<file path="src/bbqr_pkg.sv">
`timescale 1ns / 1ps
// ----------------------------------------------------------------------------
// bbqr_pkg: shared types, constants and character tables
// Command record between front and back, register indexes, alphabets.
// ----------------------------------------------------------------------------
package bbqr_pkg;

  localparam int unsigned CfgIdxW  = 2;
  localparam int unsigned CfgDataW = 11;
  localparam int unsigned CodeW    = 8;
  localparam int unsigned PartW    = 11;
  localparam int unsigned QDepth   = 2;
  localparam int unsigned QPtrW    = $clog2(QDepth);
  localparam int unsigned QCntW    = $clog2(QDepth + 1);

  typedef enum logic [CfgIdxW-1:0] {
    CFG_ENCODING    = 2'd0,
    CFG_FILE_TYPE   = 2'd1,
    CFG_PART_TOTAL  = 2'd2,
    CFG_PART_NUMBER = 2'd3
  } cfg_idx_e;

  localparam logic [CodeW-1:0] EncodingReset = 8'd50;
  localparam logic [CodeW-1:0] FileTypeReset = 8'd85;
  localparam logic [PartW-1:0] TotalReset    = 11'd1;
  localparam logic [PartW-1:0] NumberReset   = 11'd0;
  localparam logic [PartW-1:0] MaxTwoDigit   = 11'd1295;

  localparam logic [7:0] CharB      = 8'h42;
  localparam logic [7:0] CharDollar = 8'h24;
  localparam logic [7:0] CharZero   = 8'h30;
  localparam logic [7:0] CharA      = 8'h41;
  localparam logic [7:0] CharTwo    = 8'h32;

  // Output slot positions within one command: header 0..7, payload 8..10.
  localparam logic [3:0] PosB        = 4'd0;
  localparam logic [3:0] PosDollar   = 4'd1;
  localparam logic [3:0] PosEncoding = 4'd2;
  localparam logic [3:0] PosFileType = 4'd3;
  localparam logic [3:0] PosTotalHi  = 4'd4;
  localparam logic [3:0] PosTotalLo  = 4'd5;
  localparam logic [3:0] PosNumberHi = 4'd6;
  localparam logic [3:0] PosNumberLo = 4'd7;
  localparam logic [3:0] PosPay0     = 4'd8;
  localparam logic [3:0] PosPay1     = 4'd9;
  localparam logic [3:0] PosPay2     = 4'd10;

  // floor(v / 36) == (v * Recip36) >> Recip36Shift for v up to 1295
  localparam logic [PartW-1:0] Recip36      = 11'd1821;
  localparam int unsigned      Recip36Shift = 16;
  localparam logic [PartW-1:0] Base36       = 11'd36;

  typedef struct packed {
    logic            err;       // invalid numbering: one error result
    logic            hdr;       // emit the 8-character header first
    logic            hdr_last;  // header ends the part
    logic [1:0]      n_pay;     // base32 characters after the header, 0..3
    logic [2:0][4:0] pay;       // base32 symbol indexes
    logic            pay_last;  // last payload character ends the part
  } cmd_t;

  function automatic logic [7:0] b32_char(input logic [4:0] sym);
    logic [7:0] s;
    s = {3'b000, sym};
    if (sym < 5'd26) begin
      return CharA + s;
    end else begin
      return CharTwo + s - 8'd26;
    end
  endfunction

  function automatic logic [7:0] b36_char(input logic [5:0] dig);
    logic [7:0] d;
    d = {2'b00, dig};
    if (dig < 6'd10) begin
      return CharZero + d;
    end else begin
      return CharA + d - 8'd10;
    end
  endfunction

endpackage

</file>
<file path="src/bbqr_in_if.sv">
`timescale 1ns / 1ps
// ----------------------------------------------------------------------------
// bbqr_in_if: payload byte channel
// Valid/ready channel carrying one raw byte with end-of-part marks.
// ----------------------------------------------------------------------------
interface bbqr_in_if;
  logic       valid;
  logic       ready;
  logic [7:0] data_byte;
  logic       last_byte;
  logic       empty_part;

  modport source (output valid, data_byte, last_byte, empty_part, input ready);
  modport sink   (input valid, data_byte, last_byte, empty_part, output ready);
endinterface

</file>
<file path="src/bbqr_out_if.sv">
`timescale 1ns / 1ps
// ----------------------------------------------------------------------------
// bbqr_out_if: framed character channel
// Valid/ready channel carrying one ASCII character with end and error marks.
// ----------------------------------------------------------------------------
interface bbqr_out_if;
  logic       valid;
  logic       ready;
  logic [7:0] out_char;
  logic       last_char;
  logic       error;

  modport source (output valid, out_char, last_char, error, input ready);
  modport sink   (input valid, out_char, last_char, error, output ready);
endinterface

</file>
<file path="src/bbqr_front.sv">
`timescale 1ns / 1ps
// ----------------------------------------------------------------------------
// bbqr_front: item classifier
// Checks numbering, tracks header and leftover bits, builds one command.
// ----------------------------------------------------------------------------
module bbqr_front (
  input  logic                          clk_i,
  input  logic                          rst_ni,
  input  logic                          accept_i,
  input  logic [7:0]                    data_byte_i,
  input  logic                          last_byte_i,
  input  logic                          empty_part_i,
  input  logic [bbqr_pkg::PartW-1:0]    part_total_i,
  input  logic [bbqr_pkg::PartW-1:0]    part_number_i,
  output logic                          push_o,
  output bbqr_pkg::cmd_t                cmd_o
);

  logic       hdr_done_q, hdr_done_d;
  logic [3:0] lo_bits_q, lo_bits_d;
  logic [2:0] lo_cnt_q, lo_cnt_d;

  logic        cfg_bad;
  logic [11:0] stream;
  logic [3:0]  flush;
  logic [2:0]  rem;
  logic [4:0]  extra;
  logic [1:0]  base;
  logic [3:0]  new_bits;

  assign cfg_bad = (part_total_i == '0) || (part_total_i > bbqr_pkg::MaxTwoDigit) ||
                   (part_number_i >= part_total_i);

  // Left-align the pending bits and the new byte.
  assign stream = {lo_bits_q, data_byte_i} << (3'd4 - lo_cnt_q);
  assign flush  = lo_bits_q << (3'd4 - lo_cnt_q);

  always_comb begin
    cmd_o      = '0;
    push_o     = 1'b0;
    hdr_done_d = hdr_done_q;
    lo_bits_d  = lo_bits_q;
    lo_cnt_d   = lo_cnt_q;
    rem        = '0;
    extra      = '0;
    base       = '0;
    new_bits   = '0;

    if (lo_cnt_q >= 3'd2) begin
      base     = 2'd2;
      rem      = lo_cnt_q - 3'd2;
      extra    = {stream[1:0], 3'b000};
      new_bits = {2'b00, stream[1:0]} >> (3'd2 - rem);
    end else begin
      base     = 2'd1;
      rem      = lo_cnt_q + 3'd3;
      extra    = stream[6:2];
      new_bits = stream[6:3] >> (3'd4 - rem);
    end

    if (cfg_bad) begin
      cmd_o.err = 1'b1;
      push_o    = 1'b1;
      hdr_done_d = 1'b0;
      lo_bits_d  = '0;
      lo_cnt_d   = '0;
    end else if (empty_part_i) begin
      if (!hdr_done_q) begin
        cmd_o.hdr      = 1'b1;
        cmd_o.hdr_last = 1'b1;
        push_o         = 1'b1;
      end else if (lo_cnt_q != '0) begin
        cmd_o.n_pay    = 2'd1;
        cmd_o.pay[0]   = {flush, 1'b0};
        cmd_o.pay_last = 1'b1;
        push_o         = 1'b1;
      end
      hdr_done_d = 1'b0;
      lo_bits_d  = '0;
      lo_cnt_d   = '0;
    end else begin
      cmd_o.hdr    = !hdr_done_q;
      push_o       = 1'b1;
      cmd_o.pay[0] = stream[11:7];
      cmd_o.pay[1] = stream[6:2];
      cmd_o.n_pay  = base;
      if (last_byte_i) begin
        if (rem != '0) begin
          cmd_o.pay[base] = extra;
          cmd_o.n_pay     = base + 2'd1;
        end
        cmd_o.pay_last = 1'b1;
        hdr_done_d     = 1'b0;
        lo_bits_d      = '0;
        lo_cnt_d       = '0;
      end else begin
        hdr_done_d = 1'b1;
        lo_bits_d  = new_bits;
        lo_cnt_d   = rem;
      end
    end
  end

  always_ff @(posedge clk_i or negedge rst_ni) begin
    if (!rst_ni) begin
      hdr_done_q <= 1'b0;
      lo_bits_q  <= '0;
      lo_cnt_q   <= '0;
    end else if (accept_i) begin
      hdr_done_q <= hdr_done_d;
      lo_bits_q  <= lo_bits_d;
      lo_cnt_q   <= lo_cnt_d;
    end
  end

endmodule

</file>
<file path="src/bbqr_cmd_fifo.sv">
`timescale 1ns / 1ps
// ----------------------------------------------------------------------------
// bbqr_cmd_fifo: command queue
// Two-entry queue that decouples the classifier from the emitter.
// ----------------------------------------------------------------------------
module bbqr_cmd_fifo (
  input  logic           clk_i,
  input  logic           rst_ni,
  input  logic           push_i,
  input  bbqr_pkg::cmd_t cmd_i,
  output logic           full_o,
  input  logic           pop_i,
  output logic           valid_o,
  output bbqr_pkg::cmd_t cmd_o
);

  bbqr_pkg::cmd_t mem_q [bbqr_pkg::QDepth];
  logic [bbqr_pkg::QPtrW-1:0] wr_ptr_q, rd_ptr_q;
  logic [bbqr_pkg::QCntW-1:0] cnt_q, cnt_d;
  logic do_push, do_pop;

  assign full_o  = (cnt_q == bbqr_pkg::QCntW'(bbqr_pkg::QDepth));
  assign valid_o = (cnt_q != '0);
  assign cmd_o   = mem_q[rd_ptr_q];
  assign do_push = push_i && !full_o;
  assign do_pop  = pop_i && valid_o;

  always_comb begin
    cnt_d = cnt_q;
    if (do_push && !do_pop) begin
      cnt_d = cnt_q + 1'b1;
    end else if (do_pop && !do_push) begin
      cnt_d = cnt_q - 1'b1;
    end
  end

  always_ff @(posedge clk_i or negedge rst_ni) begin
    if (!rst_ni) begin
      wr_ptr_q <= '0;
      rd_ptr_q <= '0;
      cnt_q    <= '0;
    end else begin
      cnt_q <= cnt_d;
      if (do_push) begin
        wr_ptr_q <= wr_ptr_q + 1'b1;
      end
      if (do_pop) begin
        rd_ptr_q <= rd_ptr_q + 1'b1;
      end
    end
  end

  always_ff @(posedge clk_i) begin
    if (do_push) begin
      mem_q[wr_ptr_q] <= cmd_i;
    end
  end

endmodule

</file>
<file path="src/bbqr_back.sv">
`timescale 1ns / 1ps
// ----------------------------------------------------------------------------
// bbqr_back: character emitter
// Walks one command slot by slot and drives the registered output channel.
// ----------------------------------------------------------------------------
module bbqr_back (
  input  logic                          clk_i,
  input  logic                          rst_ni,
  input  logic                          cmd_valid_i,
  input  bbqr_pkg::cmd_t                cmd_i,
  output logic                          pop_o,
  input  logic [bbqr_pkg::CodeW-1:0]    encoding_code_i,
  input  logic [bbqr_pkg::CodeW-1:0]    file_type_code_i,
  input  logic [bbqr_pkg::PartW-1:0]    part_total_i,
  input  logic [bbqr_pkg::PartW-1:0]    part_number_i,
  bbqr_out_if.source                    out_o
);

  logic [3:0] idx_q, idx_d;
  logic       valid_q, valid_d;
  logic [7:0] char_q, char_d;
  logic       last_q, last_d;
  logic       err_q, err_d;

  logic [3:0]  pos, last_pos;
  logic        slot_last, step;
  logic [21:0] tot_prod, num_prod;
  logic [5:0]  tot_hi, tot_lo, num_hi, num_lo;
  logic [10:0] tot_rem, num_rem;

  // Base36 digits by reciprocal multiply; valid for values up to 1295.
  assign tot_prod = 22'(part_total_i) * 22'(bbqr_pkg::Recip36);
  assign num_prod = 22'(part_number_i) * 22'(bbqr_pkg::Recip36);
  assign tot_hi   = tot_prod[bbqr_pkg::Recip36Shift +: 6];
  assign num_hi   = num_prod[bbqr_pkg::Recip36Shift +: 6];
  assign tot_rem  = part_total_i - 11'({5'b0, tot_hi} * bbqr_pkg::Base36);
  assign num_rem  = part_number_i - 11'({5'b0, num_hi} * bbqr_pkg::Base36);
  assign tot_lo   = tot_rem[5:0];
  assign num_lo   = num_rem[5:0];

  assign pos       = cmd_i.hdr ? idx_q : idx_q + bbqr_pkg::PosPay0;
  assign last_pos  = bbqr_pkg::PosNumberLo + {2'b00, cmd_i.n_pay};
  assign slot_last = cmd_i.err || (pos == last_pos);
  assign step      = cmd_valid_i && (!valid_q || out_o.ready);
  assign pop_o     = step && slot_last;

  always_comb begin
    unique case (pos)
      bbqr_pkg::PosB:        char_d = bbqr_pkg::CharB;
      bbqr_pkg::PosDollar:   char_d = bbqr_pkg::CharDollar;
      bbqr_pkg::PosEncoding: char_d = encoding_code_i;
      bbqr_pkg::PosFileType: char_d = file_type_code_i;
      bbqr_pkg::PosTotalHi:  char_d = bbqr_pkg::b36_char(tot_hi);
      bbqr_pkg::PosTotalLo:  char_d = bbqr_pkg::b36_char(tot_lo);
      bbqr_pkg::PosNumberHi: char_d = bbqr_pkg::b36_char(num_hi);
      bbqr_pkg::PosNumberLo: char_d = bbqr_pkg::b36_char(num_lo);
      bbqr_pkg::PosPay0:     char_d = bbqr_pkg::b32_char(cmd_i.pay[0]);
      bbqr_pkg::PosPay1:     char_d = bbqr_pkg::b32_char(cmd_i.pay[1]);
      bbqr_pkg::PosPay2:     char_d = bbqr_pkg::b32_char(cmd_i.pay[2]);
      default:               char_d = '0;
    endcase
    if (cmd_i.err) begin
      char_d = '0;
    end
  end

  always_comb begin
    idx_d   = idx_q;
    valid_d = valid_q;
    last_d  = last_q;
    err_d   = err_q;
    if (step) begin
      valid_d = 1'b1;
      err_d   = cmd_i.err;
      last_d  = cmd_i.err || (slot_last && (cmd_i.hdr_last || cmd_i.pay_last));
      idx_d   = slot_last ? '0 : idx_q + 4'd1;
    end else if (out_o.ready) begin
      valid_d = 1'b0;
    end
  end

  always_ff @(posedge clk_i or negedge rst_ni) begin
    if (!rst_ni) begin
      idx_q   <= '0;
      valid_q <= 1'b0;
    end else begin
      idx_q   <= idx_d;
      valid_q <= valid_d;
    end
  end

  always_ff @(posedge clk_i) begin
    if (step) begin
      char_q <= char_d;
    end
    last_q <= last_d;
    err_q  <= err_d;
  end

  assign out_o.valid     = valid_q;
  assign out_o.out_char  = char_q;
  assign out_o.last_char = last_q;
  assign out_o.error     = err_q;

endmodule

</file>
<file path="src/bbqr_part_base32_framer_top.sv">
`timescale 1ns / 1ps
// ----------------------------------------------------------------------------
// bbqr_part_base32_framer_top: framer for one part of a multi-part QR payload
// Turns raw part bytes into header plus unpadded base32 characters.
// ----------------------------------------------------------------------------
// Usage:
//   in_i carries one payload byte per item, with last_byte on the final byte
//   and empty_part to close a part without a byte. out_o carries one ASCII
//   character per item; last_char marks the end of a part, and error marks
//   the single result given for each item while the numbering is invalid.
//   The config port (cfg_we_i, cfg_idx_i, cfg_wdata_i) writes encoding code,
//   file-type code, part total and part number; write only while idle.
// Path: the first character of an item is written into the command queue and
//   then the output register, when the queue is empty and out_o is ready.
// Throughput: one character per cycle from the output register while out_o
//   is ready. A byte yields one or two characters (1.6 on average), one more
//   on a last byte with bits left over, plus 8 header characters at the start
//   of a part; the emitter's one-character-per-cycle slot walk sets the pace.
// Reset: config returns to encoding '2', file type 'U', total 1, number 0;
//   the part state and the two-entry command queue are emptied.
// Stall: while out_o is not ready the output register holds; the queue
//   keeps taking items until both entries are full, then in_i.ready drops.
// ----------------------------------------------------------------------------
module bbqr_part_base32_framer_top (
  input  logic                            clk_i,
  input  logic                            rst_ni,
  bbqr_in_if.sink                         in_i,
  bbqr_out_if.source                      out_o,
  input  logic                            cfg_we_i,
  input  logic [bbqr_pkg::CfgIdxW-1:0]    cfg_idx_i,
  input  logic [bbqr_pkg::CfgDataW-1:0]   cfg_wdata_i
);

  logic [bbqr_pkg::CodeW-1:0] encoding_q, file_type_q;
  logic [bbqr_pkg::PartW-1:0] total_q, number_q;

  logic           accept, push, fifo_full, fifo_valid, pop;
  bbqr_pkg::cmd_t front_cmd, head_cmd;

  // Config registers: write whole, no read-back.
  always_ff @(posedge clk_i or negedge rst_ni) begin
    if (!rst_ni) begin
      encoding_q  <= bbqr_pkg::EncodingReset;
      file_type_q <= bbqr_pkg::FileTypeReset;
      total_q     <= bbqr_pkg::TotalReset;
      number_q    <= bbqr_pkg::NumberReset;
    end else if (cfg_we_i) begin
      unique case (bbqr_pkg::cfg_idx_e'(cfg_idx_i))
        bbqr_pkg::CFG_ENCODING:    encoding_q  <= cfg_wdata_i[bbqr_pkg::CodeW-1:0];
        bbqr_pkg::CFG_FILE_TYPE:   file_type_q <= cfg_wdata_i[bbqr_pkg::CodeW-1:0];
        bbqr_pkg::CFG_PART_TOTAL:  total_q     <= cfg_wdata_i[bbqr_pkg::PartW-1:0];
        bbqr_pkg::CFG_PART_NUMBER: number_q    <= cfg_wdata_i[bbqr_pkg::PartW-1:0];
        default: ;
      endcase
    end
  end

  // Take an item whenever the queue has room.
  assign in_i.ready = !fifo_full;
  assign accept     = in_i.valid && in_i.ready;

  bbqr_front u_front (
    .clk_i         (clk_i),
    .rst_ni        (rst_ni),
    .accept_i      (accept),
    .data_byte_i   (in_i.data_byte),
    .last_byte_i   (in_i.last_byte),
    .empty_part_i  (in_i.empty_part),
    .part_total_i  (total_q),
    .part_number_i (number_q),
    .push_o        (push),
    .cmd_o         (front_cmd)
  );

  bbqr_cmd_fifo u_fifo (
    .clk_i   (clk_i),
    .rst_ni  (rst_ni),
    .push_i  (push && accept),
    .cmd_i   (front_cmd),
    .full_o  (fifo_full),
    .pop_i   (pop),
    .valid_o (fifo_valid),
    .cmd_o   (head_cmd)
  );

  bbqr_back u_back (
    .clk_i            (clk_i),
    .rst_ni           (rst_ni),
    .cmd_valid_i      (fifo_valid),
    .cmd_i            (head_cmd),
    .pop_o            (pop),
    .encoding_code_i  (encoding_q),
    .file_type_code_i (file_type_q),
    .part_total_i     (total_q),
    .part_number_i    (number_q),
    .out_o            (out_o)
  );

endmodule

</file>
<file path="src/flat_wrapper.sv">
// flat-port wrapper written by rule: the top's interface ports become plain ports
module bbqr_part_base32_framer_top_flat 
  (clk_i, rst_ni, cfg_we_i, cfg_idx_i, cfg_wdata_i, in_i_valid, in_i_data_byte, in_i_last_byte, in_i_empty_part, in_i_ready, out_o_valid, out_o_out_char, out_o_last_char, out_o_error, out_o_ready);
  bbqr_in_if in_i_i ();
  bbqr_out_if out_o_i ();
  input  logic clk_i;
  input  logic rst_ni;
  input  logic cfg_we_i;
  input  logic [bbqr_pkg::CfgIdxW-1:0] cfg_idx_i;
  input  logic [bbqr_pkg::CfgDataW-1:0] cfg_wdata_i;
  input wire logic [$bits(in_i_i.valid)-1:0] in_i_valid;
  input wire logic [$bits(in_i_i.data_byte)-1:0] in_i_data_byte;
  input wire logic [$bits(in_i_i.last_byte)-1:0] in_i_last_byte;
  input wire logic [$bits(in_i_i.empty_part)-1:0] in_i_empty_part;
  output wire logic [$bits(in_i_i.ready)-1:0] in_i_ready;
  output wire logic [$bits(out_o_i.valid)-1:0] out_o_valid;
  output wire logic [$bits(out_o_i.out_char)-1:0] out_o_out_char;
  output wire logic [$bits(out_o_i.last_char)-1:0] out_o_last_char;
  output wire logic [$bits(out_o_i.error)-1:0] out_o_error;
  input wire logic [$bits(out_o_i.ready)-1:0] out_o_ready;
  assign in_i_i.valid = in_i_valid;
  assign in_i_i.data_byte = in_i_data_byte;
  assign in_i_i.last_byte = in_i_last_byte;
  assign in_i_i.empty_part = in_i_empty_part;
  assign in_i_ready = in_i_i.ready;
  assign out_o_valid = out_o_i.valid;
  assign out_o_out_char = out_o_i.out_char;
  assign out_o_last_char = out_o_i.last_char;
  assign out_o_error = out_o_i.error;
  assign out_o_i.ready = out_o_ready;
  bbqr_part_base32_framer_top u_core (.clk_i(clk_i), .rst_ni(rst_ni), .in_i(in_i_i), .out_o(out_o_i), .cfg_we_i(cfg_we_i), .cfg_idx_i(cfg_idx_i), .cfg_wdata_i(cfg_wdata_i));
endmodule
</file>
<file path="config.mk">
export PLATFORM = sky130hd
export DESIGN_NAME = bbqr_part_base32_framer_top_flat
export DESIGN_NICKNAME = d
export VERILOG_FILES = /design/src/bbqr_pkg.sv /design/src/bbqr_in_if.sv /design/src/bbqr_out_if.sv /design/src/bbqr_front.sv /design/src/bbqr_cmd_fifo.sv /design/src/bbqr_back.sv /design/src/bbqr_part_base32_framer_top.sv /design/src/flat_wrapper.sv
export SDC_FILE = /design/constraint.sdc
export NUM_CORES = 1
export LEC_CHECK = 0
export BUFFER_PORTS_ARGS = -buffer_cell sky130_fd_sc_hd__buf_2
export CAP_MARGIN = 20
export CORE_MARGIN = 2
export CORE_UTILIZATION = 61
export CTS_BUF_LIST = sky130_fd_sc_hd__clkbuf_8
export DETAILED_ROUTE_END_ITERATION = 8
export GPL_ROUTABILITY_DRIVEN = 0
export HOLD_SLACK_MARGIN = 0.12
export PLACE_DENSITY_LB_ADDON = 0.3
export SETUP_SLACK_MARGIN = 0.1
export SLEW_MARGIN = 20
export SYNTH_ARGS = -nofsm -noshare
export SYNTH_HDL_FRONTEND = slang
export SYNTH_SLANG_ARGS = --single-unit
</file>
<file path="constraint.sdc">
create_clock -name clk_i -period 8.39 [get_ports clk_i]
set_clock_uncertainty 0.05 [all_clocks]
set_input_delay 1.678 -clock clk_i [delete_from_list [all_inputs] [get_ports clk_i]]
set_output_delay 1.678 -clock clk_i [all_outputs]
set_load 0.005 [all_outputs]
</file>
After elaboration in Yosys (flattened, before gate mapping)
Memories as Yosys holds them, arrays and structs flattened.
Cells that the tools add are included.
- add/sub/neg operators: 36
- multiply operators: 4
- order comparisons: 12
- equal/unequal tests: 15
- shift operators: 4
- multiplexer cells: 50
- reductions and logical operators: 33
- operators by type and width (kind ; number):
    8-bit case mux with 11 select lines ; 1
    8-bit two-way mux ; 7
    11-bit by 11-bit multiplier with 22-bit output (second input constant) ; 2
    7-bit by 6-bit adder with 8-bit output (first input constant) ; 4
    8-bit by 4-bit subtractor with 8-bit output (second input constant) ; 4
    6-bit by 6-bit adder with 7-bit output (first input constant) ; 4
    7-bit by 5-bit adder with 8-bit output (first input constant) ; 3
    6-bit by 4-bit < comparator with 1-bit output (second input constant) ; 4
    4-bit two-way mux ; 6
    7-bit by 5-bit subtractor with 8-bit output (second input constant) ; 3
    6-bit by 5-bit adder with 7-bit output (first input constant) ; 3
    20-bit two-way mux ; 1
    18-bit two-way mux ; 1
    6-bit two-way mux ; 3
    17-bit two-way mux ; 1
    4-bit by 3-bit == test with 1-bit output (second input constant) ; 4
    1-bit two-way mux ; 16
    15-bit bitwise mux ; 1
    5-bit < comparator (second input constant) ; 3
    4-bit == test (second input constant) ; 3
    6-bit by 4-bit multiplier with 4-bit output (second input constant) ; 2
    3-bit two-way mux ; 4
    12-bit by 3-bit left shift with 12-bit output ; 1
    6-bit subtractor ; 2
    other kinds (36) ; 71
- register bits: 65
- RAM bits: 42
- bits of input ports: 28
- output and inout port bits: 12
- logic and storage cells: 170
- memories: 1
- memories (memory ; words ; bits a word ; rd ports ; clocked after memory_dff ; wr ports ; RTL line ; text):
    u_core.u_fifo.mem_q ; 2 ; 21 ; 1 ; 0 ; 1 ; bbqr_cmd_fifo.sv:17 ; bbqr_pkg::cmd_t mem_q [bbqr_pkg::QDepth];

Depth between registers and ports, before layout
Gate-level depths: netlist of the first run.
- depth after elaboration: 11
- gate-level depth with buffers: 32
- depth with buffers taken out: 31

Hierarchy
A second synthesis of the first run with hierarchy kept.
- cell total of the unflattened synthesis: 1211
- area total of the unflattened synthesis: 11868.9 um^2
- by module, submodules not included (module ; times used ; cells each ; area each (um^2) ; sequential area each (um^2)):
    bbqr_back ; 1 ; 825 ; 6920.4 ; 425.4
    bbqr_cmd_fifo ; 1 ; 84 ; 1799.2 ; 1361.3
    bbqr_front ; 1 ; 217 ; 1686.6 ; 200.2
    bbqr_part_base32_framer_top ; 1 ; 85 ; 1462.7 ; 960.9

Worst setup path after synthesis of the first run
Ideal clock, no wire load.
- path kind: register to register
- start point: register u_core.total_q[3] (netlist bit)
- end point: register u_core.u_back.char_q[2], in the netlist u_core.u_back.out_o.out_char[2] (data pin)
- setup time: 261 ps
- arrival: 6348 ps
- data required time: 8079 ps
- setup slack: 1732 ps
- stages on the path, launching flop included: 29
- path buffers: 0
- clock period less this slack: 6658 ps
- cells stage by stage: dfrtp_1 inv_1 fa_1 inv_1 ha_1 inv_1 fa_1 inv_1 fa_1 ha_1 ha_1 and4_4 and3_4 and2_4 or4_4 a21oi_1 nor2_1 ha_1 nor2_1 xor2_1 ha_1 nand2_1 nand2_1 xnor2_1 o22ai_1 a211oi_1 o21ai_0 a221oi_1 nor2_1
- longest elaborated chain between the ends: 7
- elaborated cells on any way between the ends: 14
- those cells by class: add/sub (7); mul (2); order compare (2); mux (3)
- RTL lines (item ; RTL line ; text):
    start: declaration ; bbqr_part_base32_framer_top.sv:35 ; logic [bbqr_pkg::PartW-1:0] total_q, number_q;
    start signal: assignment ; bbqr_part_base32_framer_top.sv:45 ; total_q <= bbqr_pkg::TotalReset;
    start signal: assignment ; bbqr_part_base32_framer_top.sv:51 ; bbqr_pkg::CFG_PART_TOTAL: total_q <= cfg_wdata_i[bbqr_pkg::PartW-1:0];
    11-bit by 11-bit multiplier with 22-bit output ; bbqr_back.sv:32 ; assign tot_prod = 22'(part_total_i) * 22'(bbqr_pkg::Recip36);
    6-bit by 4-bit multiplier with 4-bit output ; bbqr_back.sv:36 ; assign tot_rem = part_total_i - 11'({5'b0, tot_hi} * bbqr_pkg::Base36);
    6-bit subtractor ; bbqr_back.sv:36 ;
    7-bit by 6-bit adder with 8-bit output ; bbqr_pkg.sv:78 ; return CharA + d - 8'd10;
    8-bit by 4-bit subtractor with 8-bit output ; bbqr_pkg.sv:78 ;
    8-bit two-way mux ; bbqr_pkg.sv:75 ; if (dig < 6'd10) begin
    8-bit case mux with 11 select lines * ; bbqr_back.sv:48 ; unique case (pos)
    end signal: assignment ; bbqr_back.sv:94 ; char_q <= char_d;
    end: declaration ; bbqr_back.sv:21 ; logic [7:0] char_q, char_d;
Every way passes the cells marked *; elsewhere a longest branch is shown, timed or not.
A chain may end at the register's enable or synchronous reset.

Final worst setup path of the first run
- start point: register u_core.total_q[5] (netlist bit)
- end point: register u_core.u_back.char_q[0], in the netlist u_core.u_back.out_o.out_char[0] (data pin)
- longest elaborated chain between the ends: 6
- elaborated cells on any way between the ends: 11
- those cells by class: add/sub (4); mul (2); order compare (2); mux (3)
- RTL lines (item ; RTL line):
    11-bit by 11-bit multiplier with 22-bit output ; bbqr_back.sv:32
    6-bit by 4-bit multiplier with 4-bit output ; bbqr_back.sv:36
    6-bit subtractor ; bbqr_back.sv:36
    6-bit by 4-bit < comparator with 1-bit output ; bbqr_pkg.sv:75
    8-bit two-way mux ; bbqr_pkg.sv:75
    8-bit case mux with 11 select lines * ; bbqr_back.sv:48
Marked as above.

==> impl_metrics.yaml, run 1 <==
status:
  status: "finished clean"
layout:
  n_fill_cell: 1431
  layout-drive-gt1-share_pct: 12.1
  multi_input_area_sq_mm: 0.00749
  diodes: 0
  seqCellArea_sq_mm: 0.00295
  final_cell_mix: "ha_1, inv_1, nand2_1"
  layout_commonest_cell: "ha_1"
  stdcell_count: 1394
  syn_to_final_growth_pct: 5.84
  fin_nets: 1433
cts:
  clk_pin_slew_worst_paths_ps: 110
  postCtsSetupBuffers: 0
  ctsResizeCount: 0
  h-tree-depth: 3
  clk-insertion-delay-late_ps: 390
  cts_buffers: 9
  clockBufferDepth: 2
  cts.sinks: 107
  root_buffer: "clkbuf_8"
  cts_tree: "yes"
  holdBufCountCts: 0
sta:
  setup_violations: 0
  rsz0062_at_grt: "no"
  hold_viol_final: 0
  fmax_mhz: 135
  slew_viol_final: 0
  fin_crit_ps: 7420
  tightest_slew_ps: 1040
  slew_headroom_pct: 30.5
  totalNegativeSetupSlack_ps: 0
  finalCritPeriodShare_pct: 88.4
worst_setup_path:
  endpoint_kind: "register"
  crit_fanout: 6
  crit_top_cell: "ha_1"
  r2r-end: "u_core.u_back.out_o.out_char[0]"
  crit_arrival_ps: 7500
  worstRegToRegCells: 26
  crit_path_end: "u_core.u_back.out_o.out_char[0]"
  critPathRequiredTime_ps: 8470
  critPathMaxStageDelay_ps: 560
  worstSetupPathType: "reg2reg"
  cp-startpoint: "u_core.total_q[5]"
  crit_slowest_cell: "fa_1"
  startpoint_type: "register"
  rrSetupSlack_ps: 970
  r2r-start: "u_core.total_q[5]"
floorplan:
  start_util_pct: 62.2
  die_x_um: 139
  dieArea_sq_mm: 0.0194
  die_h_um: 139
  rows: 49
  io_pins: 40
  core-area_sq_mm: 0.0180
routing:
  drtPass1Iterations: 4
  viasPerCell: 5.92
  ant_nets: 0
  wl_mm: 24.9
  wl_per_cell_um: 17.9
  route.detailed.drc: 0
  vias: 8255
  drtIter0Drc: 532
global_routing:
  grt_usage_pct: 27.0
  antenna_found_initial: 0
  overflow: 0
  grt_pass1_vias: 8495
  grt_max_degree: 56
  grt_first_pass_wirelength_mm: 42.1
synth:
  ys.flop_type: "edfxtp_1"
  synthArstFlopShare_pct: 51.4
  ys_warn_count: 0
  synth_seq_area_share_pct: 26.4
  ys_types: 81
  synthCells: 1127
  synth-edff-count: 52
  synth_area_sq_mm: 0.0112
  ys_ff_latch: 107
  syn_area_per_cell_sq_um: 9.91
place:
  dp.cells: 1378
  portBuffers: 39
  dp.final_hpwl_mm: 20.2
worst_hold_path:
  hold_class: "reg2reg"
flow_run:
  cap_viol_max_count: 0
[worst min path at each step]
stage	start	to	slack, ps	cells after the start
6_report	u_core.u_front.lo_bits_q[3]	u_core.u_front.lo_bits_q[3]	450	2
5_1_grt	u_core.u_fifo.wr_ptr_q	u_core.u_fifo.wr_ptr_q	480	1
4_1_cts	u_core.u_front.lo_bits_q[3]	u_core.u_front.lo_bits_q[3]	450	2
3_5_place_dp	u_core.u_front.lo_bits_q[3]	u_core.u_front.lo_bits_q[3]	420	2
3_3_place_gp	u_core.u_front.lo_bits_q[3]	u_core.u_front.lo_bits_q[3]	430	2
2_1_floorplan	u_core.u_front.lo_bits_q[3]	u_core.u_front.lo_bits_q[3]	390	2
[Yosys cell counts, types with 12 or more instances]
| cell type | instances | area share, % |
|---|---|---|
| a21oi_1 | 49 | 2.2 |
| clkbuf_1 | 19 | 0.64 |
| dfrtp_1 | 47 | 11 |
| edfxtp_1 | 52 | 14 |
| fa_1 | 54 | 9.7 |
| ha_1 | 191 | 21 |
| inv_1 | 173 | 5.8 |
| mux2_2 | 50 | 5.0 |
| mux2i_1 | 20 | 1.8 |
| nand2_1 | 64 | 2.2 |
| nand3_1 | 32 | 1.4 |
| nor2_1 | 56 | 1.9 |
| nor3_1 | 17 | 0.76 |
| o21ai_0 | 39 | 1.7 |
| o22ai_1 | 12 | 0.67 |
| xnor2_1 | 40 | 3.1 |
| xor2_1 | 17 | 1.3 |
[through the flow]
stage	hold WS, ps	utilization, %	setup slack [ps]	cell area [sq um]
after floorplan	393	-	1730	11200
after global placement	432	64.6	1260	11600
after detailed placement	417	64.6	1130	11600
after CTS	453	65.8	1080	11800
after global routing	481	65.8	489	11800
final	449	65.8	971	11800
[worst max-delay path: cells and delay by family, from the launching register on]
family	cells	cell delay, ps
buf+inv	4	420
flops	1	540
fa+ha+maj	8	3040
compound gates	6	1850
xor+xnor	2	490
simple gates	6	760
[cell families after synthesis]
family / count (synthesis) / synth area share (%)
multiplexers: 75 / 7.84
XOR/XNOR: 60 / 4.96
buffers and inverters: 200 / 6.77
adder cells (fa/ha/maj): 245 / 31.1
flip-flops: 107 / 26.4
AO/OA/AOI/OAI: 207 / 12.8
AND/OR/NAND/NOR: 232 / 10.1
other: 1 / 0.0336
[flip-flops by register name, indices dropped and copies added, names as in the netlist]
signal	count
u_core.u_back.out_o.valid	1
u_core.u_fifo.rd_ptr_q	1
u_core.u_fifo.mem_q	42
u_core.number_q	11
u_core.u_front.lo_bits_q	4
u_core.u_back.out_o.out_char	8
u_core.u_front.hdr_done_q	1
u_core.u_back.idx_q	4
u_core.u_back.out_o.error	1
u_core.u_front.lo_cnt_q	3
u_core.u_back.out_o.last_char	1
u_core.file_type_q	8
u_core.total_q	11
u_core.encoding_q	8
u_core.u_fifo.cnt_q	2
u_core.u_fifo.wr_ptr_q	1
[routing by layer]
metal / GRT usage [%] / vias up / wire (um)
met4: 8.29 / 0 / 713
li1: - / 4018 / -
met5: 0 / - / 0
met3: 3.13 / 36 / 1030
met1: 35.9 / 3996 / 11000
met2: 46.5 / 205 / 12200
[area by class of cell]
cell class / instances / area share, %
tap: 229 / 2.42
timing repair buffer: 42 / 1.84
inverter: 175 / 5.56
multi-input combinational: 825 / 63.4
sequential: 107 / 24.9
clock buffer: 10 / 1.16
clock inverter: 6 / 0.699
Power of run 1 is not shown: default switching activity piles up to over one toggle a cycle in this logic, so the estimate is an artifact.
==> run 2: changes to the inputs <==
- SYNTH_HIERARCHICAL: unset -> 1
- clock period: 8.39 -> 8.9 ns (I/O delays scaled with it)
==> impl_metrics.yaml, run 2 <==
sta:
  totalNegativeSetupSlack_ps: 0
  hold_viol_final: 0
  fin_crit_ps: 8210
  tightest_slew_ps: 1010
  fmax_mhz: 122
  slew_headroom_pct: 32.5
  rsz0062_at_grt: "no"
  setup_violations: 0
  finalCritPeriodShare_pct: 92.3
  slew_viol_final: 0
worst_setup_path:
  crit_slowest_cell: "fa_1"
  startpoint_type: "register"
  crit_arrival_ps: 8310
  crit_top_cell: "inv_1"
  worstRegToRegCells: 30
  worstSetupPathType: "reg2reg"
  rrSetupSlack_ps: 690
  critPathMaxStageDelay_ps: 550
  critPathRequiredTime_ps: 8990
  endpoint_kind: "register"
  crit_fanout: 7
global_routing:
  overflow: 0
  grt_first_pass_wirelength_mm: 44.3
  antenna_found_initial: 1
  grt_max_degree: 56
  met2_usage_pct: 48.5
  busiest_layer: "met2"
  grtUsageMet1_pct: 33.6
  grt_pass1_vias: 9184
  use_met3_pct: 3.90
  grt_usage_pct: 27.3
synth:
  synth-edff-count: 52
  synth_seq_area_share_pct: 24.8
  post-synth-top-area-fraction_pct: 18.9
  synth_area_leaders: "ha_1, edfxtp_1, dfrtp_1"
  synth_area_sq_mm: 0.0119
  ys_warn_count: 6
  yosys.area.top_type: "ha_1"
  synthArstFlopShare_pct: 51.4
  synthTopCellsByCount: "inv_1, ha_1, nand2_1"
  synthCells: 1211
  ys_types: 99
  ys.flop_type: "edfxtp_1"
  syn_area_per_cell_sq_um: 9.80
  synth_most_common_cell: "inv_1"
  ys_ff_latch: 107
cts:
  clockBufferDepth: 2
  h-tree-depth: 3
  clk_pin_slew_worst_paths_ps: 120
  cts_tree: "yes"
  root_buffer: "clkbuf_8"
  cts_buffers: 9
  cts.sinks: 107
  clk-insertion-delay-late_ps: 380
worst_hold_path:
  hold_depth: 1
  hold_class: "reg2reg"
routing:
  wl_mm: 27.3
  route.detailed.drc: 0
  ant_nets: 0
  wl_per_cell_um: 18.1
  vias: 9093
  drtPass1Iterations: 5
  drtIter0Drc: 602
  viasPerCell: 6.02
layout:
  syn_to_final_growth_pct: 5.31
  layout_commonest_cell: "inv_1"
  top_regs: "u_core/u_fifo/mem_q (42), u_core/number_q (11), u_core/total_q (11)"
  fin_nets: 1501
  diodes: 0
  seqCellArea_sq_mm: 0.00295
  multi_input_area_sq_mm: 0.00804
  final_cell_mix: "inv_1, ha_1, nand2_1"
  largest_reg_flops: 42
  layout-drive-gt1-share_pct: 14.1
  top_register: "u_core/u_fifo/mem_q"
  n_fill_cell: 1578
floorplan:
  die_x_um: 143
  start_util_pct: 61.6
  dieArea_sq_mm: 0.0206
  die_h_um: 143
  core-area_sq_mm: 0.0193
  rows: 51
  io_pins: 40
place:
  portBuffers: 39
  dp.final_hpwl_mm: 22.2
status:
  status: "finished clean"
flow_run:
  cap_viol_max_count: 0
==> run 2: cell count changes after synthesis, moves of 8 or more <==
cell,change
inv_1,+15
nor2_1,-12
mux2_4,+19
buf_4,+8
a21oi_1,+8
ha_1,-12
==> run 2: layer usage <==
metal  part of all wire, %  up-vias
met3                   4.6       57
met1                    42     4401
met4                   3.5        2
met5                 0.040        -
li1                      -     4386
met2                    50      247
==> run 2: cells by family (layout without fill, tap and decap cells) <==
group                      after synthesis  after routing  share of synthesized area [%]
xor gates and xnor gates                56             56                           4.46
and+or+nand+nor                        265            265                           11.9
DFF                                    107            107                           24.8
AOI/OAI and AO/OA                      246            246                           14.8
buffers and inverters                  221            253                           7.50
adders and majority gates              233            233                           28.0
muxes                                   82             82                           8.49
other                                    1              3                         0.0316
==> run 2: timing repair <==
| action | 4_1_cts | 5_1_grt |
|---|---|---|
| endpoints found under the hold margin | 0 | 0 |
| hold buffers | 0 | 0 |
| endpoints found under the setup margin | 0 | 5 |
| resized for setup | 0 | 2 |
| buffers inserted | 0 | 0 |
==> run 2: critical path, delay by kind of cell (launching register included) <==
kind	cells	cell delay, ps
buffers and inverters	6	590
xor gates and xnor gates	2	440
and+or+nand+nor	5	710
adders and majority gates	8	3160
DFF	1	500
AOI/OAI and AO/OA	9	2520
==> run 2: final timing paths <==
check                                       start                               to
max                            u_core/number_q[1]  u_core/u_back/out_o.out_char[3]
min                        u_core/u_fifo/wr_ptr_q           u_core/u_fifo/wr_ptr_q
max reg2reg                    u_core/number_q[1]  u_core/u_back/out_o.out_char[3]
min reg2reg                u_core/u_fifo/wr_ptr_q           u_core/u_fifo/wr_ptr_q
max in group asynchronous                  rst_ni               u_core/number_q[3]
min in group asynchronous                  rst_ni           u_core/u_back/idx_q[1]
==> run 2: area by class of cell <==
class                   count  share of cell area (%)
clock inverters             7                   0.671
clock buffers               9                   0.991
repair buffers             47                    2.04
inverters                 190                    5.71
well taps                 265                    2.65
multi-input cells         885                    64.3
flip-flops and latches    107                    23.6
==> run 2: per-stage QoR <==
| stage | instances | setup slack [ps] | hold slack (ps) | util, % | cell area [sq um] |
|---|---|---|---|---|---|
| final | 1510 | 685 | 449 | 64.9 | 12500 |
| after detailed placement | 1494 | 525 | 435 | 63.8 | 12300 |
| after floorplan | 1213 | 1290 | 410 | - | 11900 |
| after global routing | 1510 | 135 | 483 | 64.9 | 12500 |
| after CTS | 1510 | 552 | 454 | 64.8 | 12500 |
| after global placement | 1494 | 810 | 427 | 63.8 | 12300 |
Power of run 2 is left out for the same reason.
==> run 3: changes to the inputs <==
- CORE_UTILIZATION: 61 -> 60
==> impl_metrics.yaml, run 3 (same netlist as run 2, synthesis figures left out) <==
worst_setup_path:
  r2r-end: "u_core/u_back/out_o.out_char[5]"
  crit_fanout: 7
  crit_top_cell: "inv_1"
  crit_slowest_cell: "fa_1"
  crit_arrival_ps: 8240
  worstRegToRegCells: 32
  critPathRequiredTime_ps: 8990
  startpoint_type: "register"
  critPathMaxStageDelay_ps: 560
  worstSetupPathType: "reg2reg"
  r2r-start: "u_core/number_q[1]"
  rrSetupSlack_ps: 750
  endpoint_kind: "register"
worst_hold_path:
  hold_class: "reg2reg"
  hold_start: "u_core/u_fifo/wr_ptr_q"
  hold_depth: 1
  holdPathEnd: "u_core/u_fifo/wr_ptr_q"
sta:
  hold_viol_final: 0
  totalNegativeSetupSlack_ps: 0
  slew_viol_final: 0
  finalCritPeriodShare_pct: 91.6
  fmax_mhz: 123
  worst_slack_ps: 751
  setup_violations: 0
  tightest_slew_ps: 977
  slew_headroom_pct: 34.8
  rsz0062_at_grt: "no"
  hold_ws_ps: 457
  fin_crit_ps: 8150
floorplan:
  die_x_um: 145
  rows: 51
  io_pins: 40
  core-area_sq_mm: 0.0195
  die_h_um: 145
  start_util_pct: 61.0
  dieArea_sq_mm: 0.0209
layout:
  syn_to_final_growth_pct: 5.62
  layout_commonest_cell: "inv_1"
  final_cell_mix: "inv_1, ha_1, nand2_1"
  layout-drive-gt1-share_pct: 14.2
  top_register: "u_core/u_fifo/mem_q"
  largest_reg_flops: 42
  diodes: 0
  n_fill_cell: 1599
  top_regs: "u_core/u_fifo/mem_q (42), u_core/number_q (11), u_core/total_q (11)"
  fin_nets: 1502
routing:
  drtIter0Drc: 686
  vias: 9158
  route.detailed.drc: 0
  drtPass1Iterations: 6
  wl_mm: 28.1
  viasPerCell: 6.06
  ant_nets: 0
  wl_per_cell_um: 18.6
global_routing:
  grt_pass1_vias: 9019
  antenna_found_initial: 0
  grt_first_pass_wirelength_mm: 45.2
  grt_max_degree: 56
  overflow: 0
  grt_usage_pct: 27.8
cts:
  postCtsSetupBuffers: 0
  cts.sinks: 107
  clk_pin_slew_worst_paths_ps: 120
  h-tree-depth: 3
  cts_buffers: 9
  cts_tree: "yes"
  clk-insertion-delay-late_ps: 390
  root_buffer: "clkbuf_8"
  clockBufferDepth: 2
place:
  portBuffers: 39
  place_ws_ps: 484
  dp.final_hpwl_mm: 22.7
status:
  status: "finished clean"
flow_run:
  cap_viol_max_count: 0
## run 3: cell types whose count changed in the layout (fill, tap and decap cells not counted)
| cell | before | now |
|---|---|---|
| a2111oi_0 | 4 | 3 |
| a2111oi_1 | 2 | 3 |
| a21oi_1 | 57 | 56 |
| a21oi_2 | 0 | 1 |
| buf_4 | 8 | 9 |
| bufinv_16 | 0 | 1 |
| clkinv_4 | 1 | 2 |
| clkinv_8 | 1 | 3 |
| inv_12 | 1 | 0 |
| inv_6 | 1 | 0 |
| inv_8 | 3 | 1 |
## run 3: layout make-up
type,count,area [sq um],share of cell area (%)
sequential,107,2950,23.5
clock buffer,9,124,0.988
tap,265,332,2.64
inverter,190,713,5.69
multi-input combinational,885,8050,64.2
clock inverter,7,108,0.858
timing repair buffer,48,263,2.10
## run 3: worst max path at each step
stage / startpoint / to / slack [ps] / cells after the start
finish: u_core/number_q[1] / u_core/u_back/out_o.out_char[5] / 750 / 32
global route: u_core/number_q[1] / u_core/u_back/out_o.out_char[3] / 160 / 30
CTS: u_core/number_q[3] / u_core/u_back/out_o.out_char[5] / 490 / 31
detailed placement: u_core/number_q[3] / u_core/u_back/out_o.out_char[5] / 480 / 31
global placement: u_core/number_q[3] / u_core/u_back/out_o.out_char[4] / 830 / 30
floorplan: u_core/number_q[3] / u_core/u_back/out_o.out_char[4] / 1290 / 30
## run 3: metal layers
layer	routed length, um	up-vias	global-route usage (%)	part of all wire, %
met5	0	-	0	0
met4	1020	0	11.3	3.6
met3	1470	71	2.85	5.2
met2	13700	350	48.5	49
met1	12000	4339	35.5	43
li1	-	4398	-	-
## run 3: per-stage QoR
| stage | cells | instance area [sq um] | utilization, % |
|---|---|---|---|
| finish | 1511 | 12500 | 64.4 |
| global route | 1511 | 12500 | 64.4 |
| CTS | 1511 | 12500 | 64.4 |
| detailed placement | 1495 | 12300 | 63.2 |
| global placement | 1495 | 12300 | 63.2 |
| floorplan | 1213 | 11900 | - |
## run 3: worst max-delay path, delay by kind of cell (launching register included)
kind	cells	cell delay, ps
flip-flops	1	490
AO/OA/AOI/OAI	8	1930
buffers and inverters	6	570
adder cells (fa/ha/maj)	8	3170
XOR/XNOR	3	800
AND/OR/NAND/NOR	7	890
## run 3: repair_timing
| action | 4_1_cts | 5_1_grt |
|---|---|---|
| gates resized for setup | 0 | 4 |
| setup endpoints to repair | 0 | 5 |
| hold buffers | 0 | 0 |
Power of run 3 is left out for the same reason.
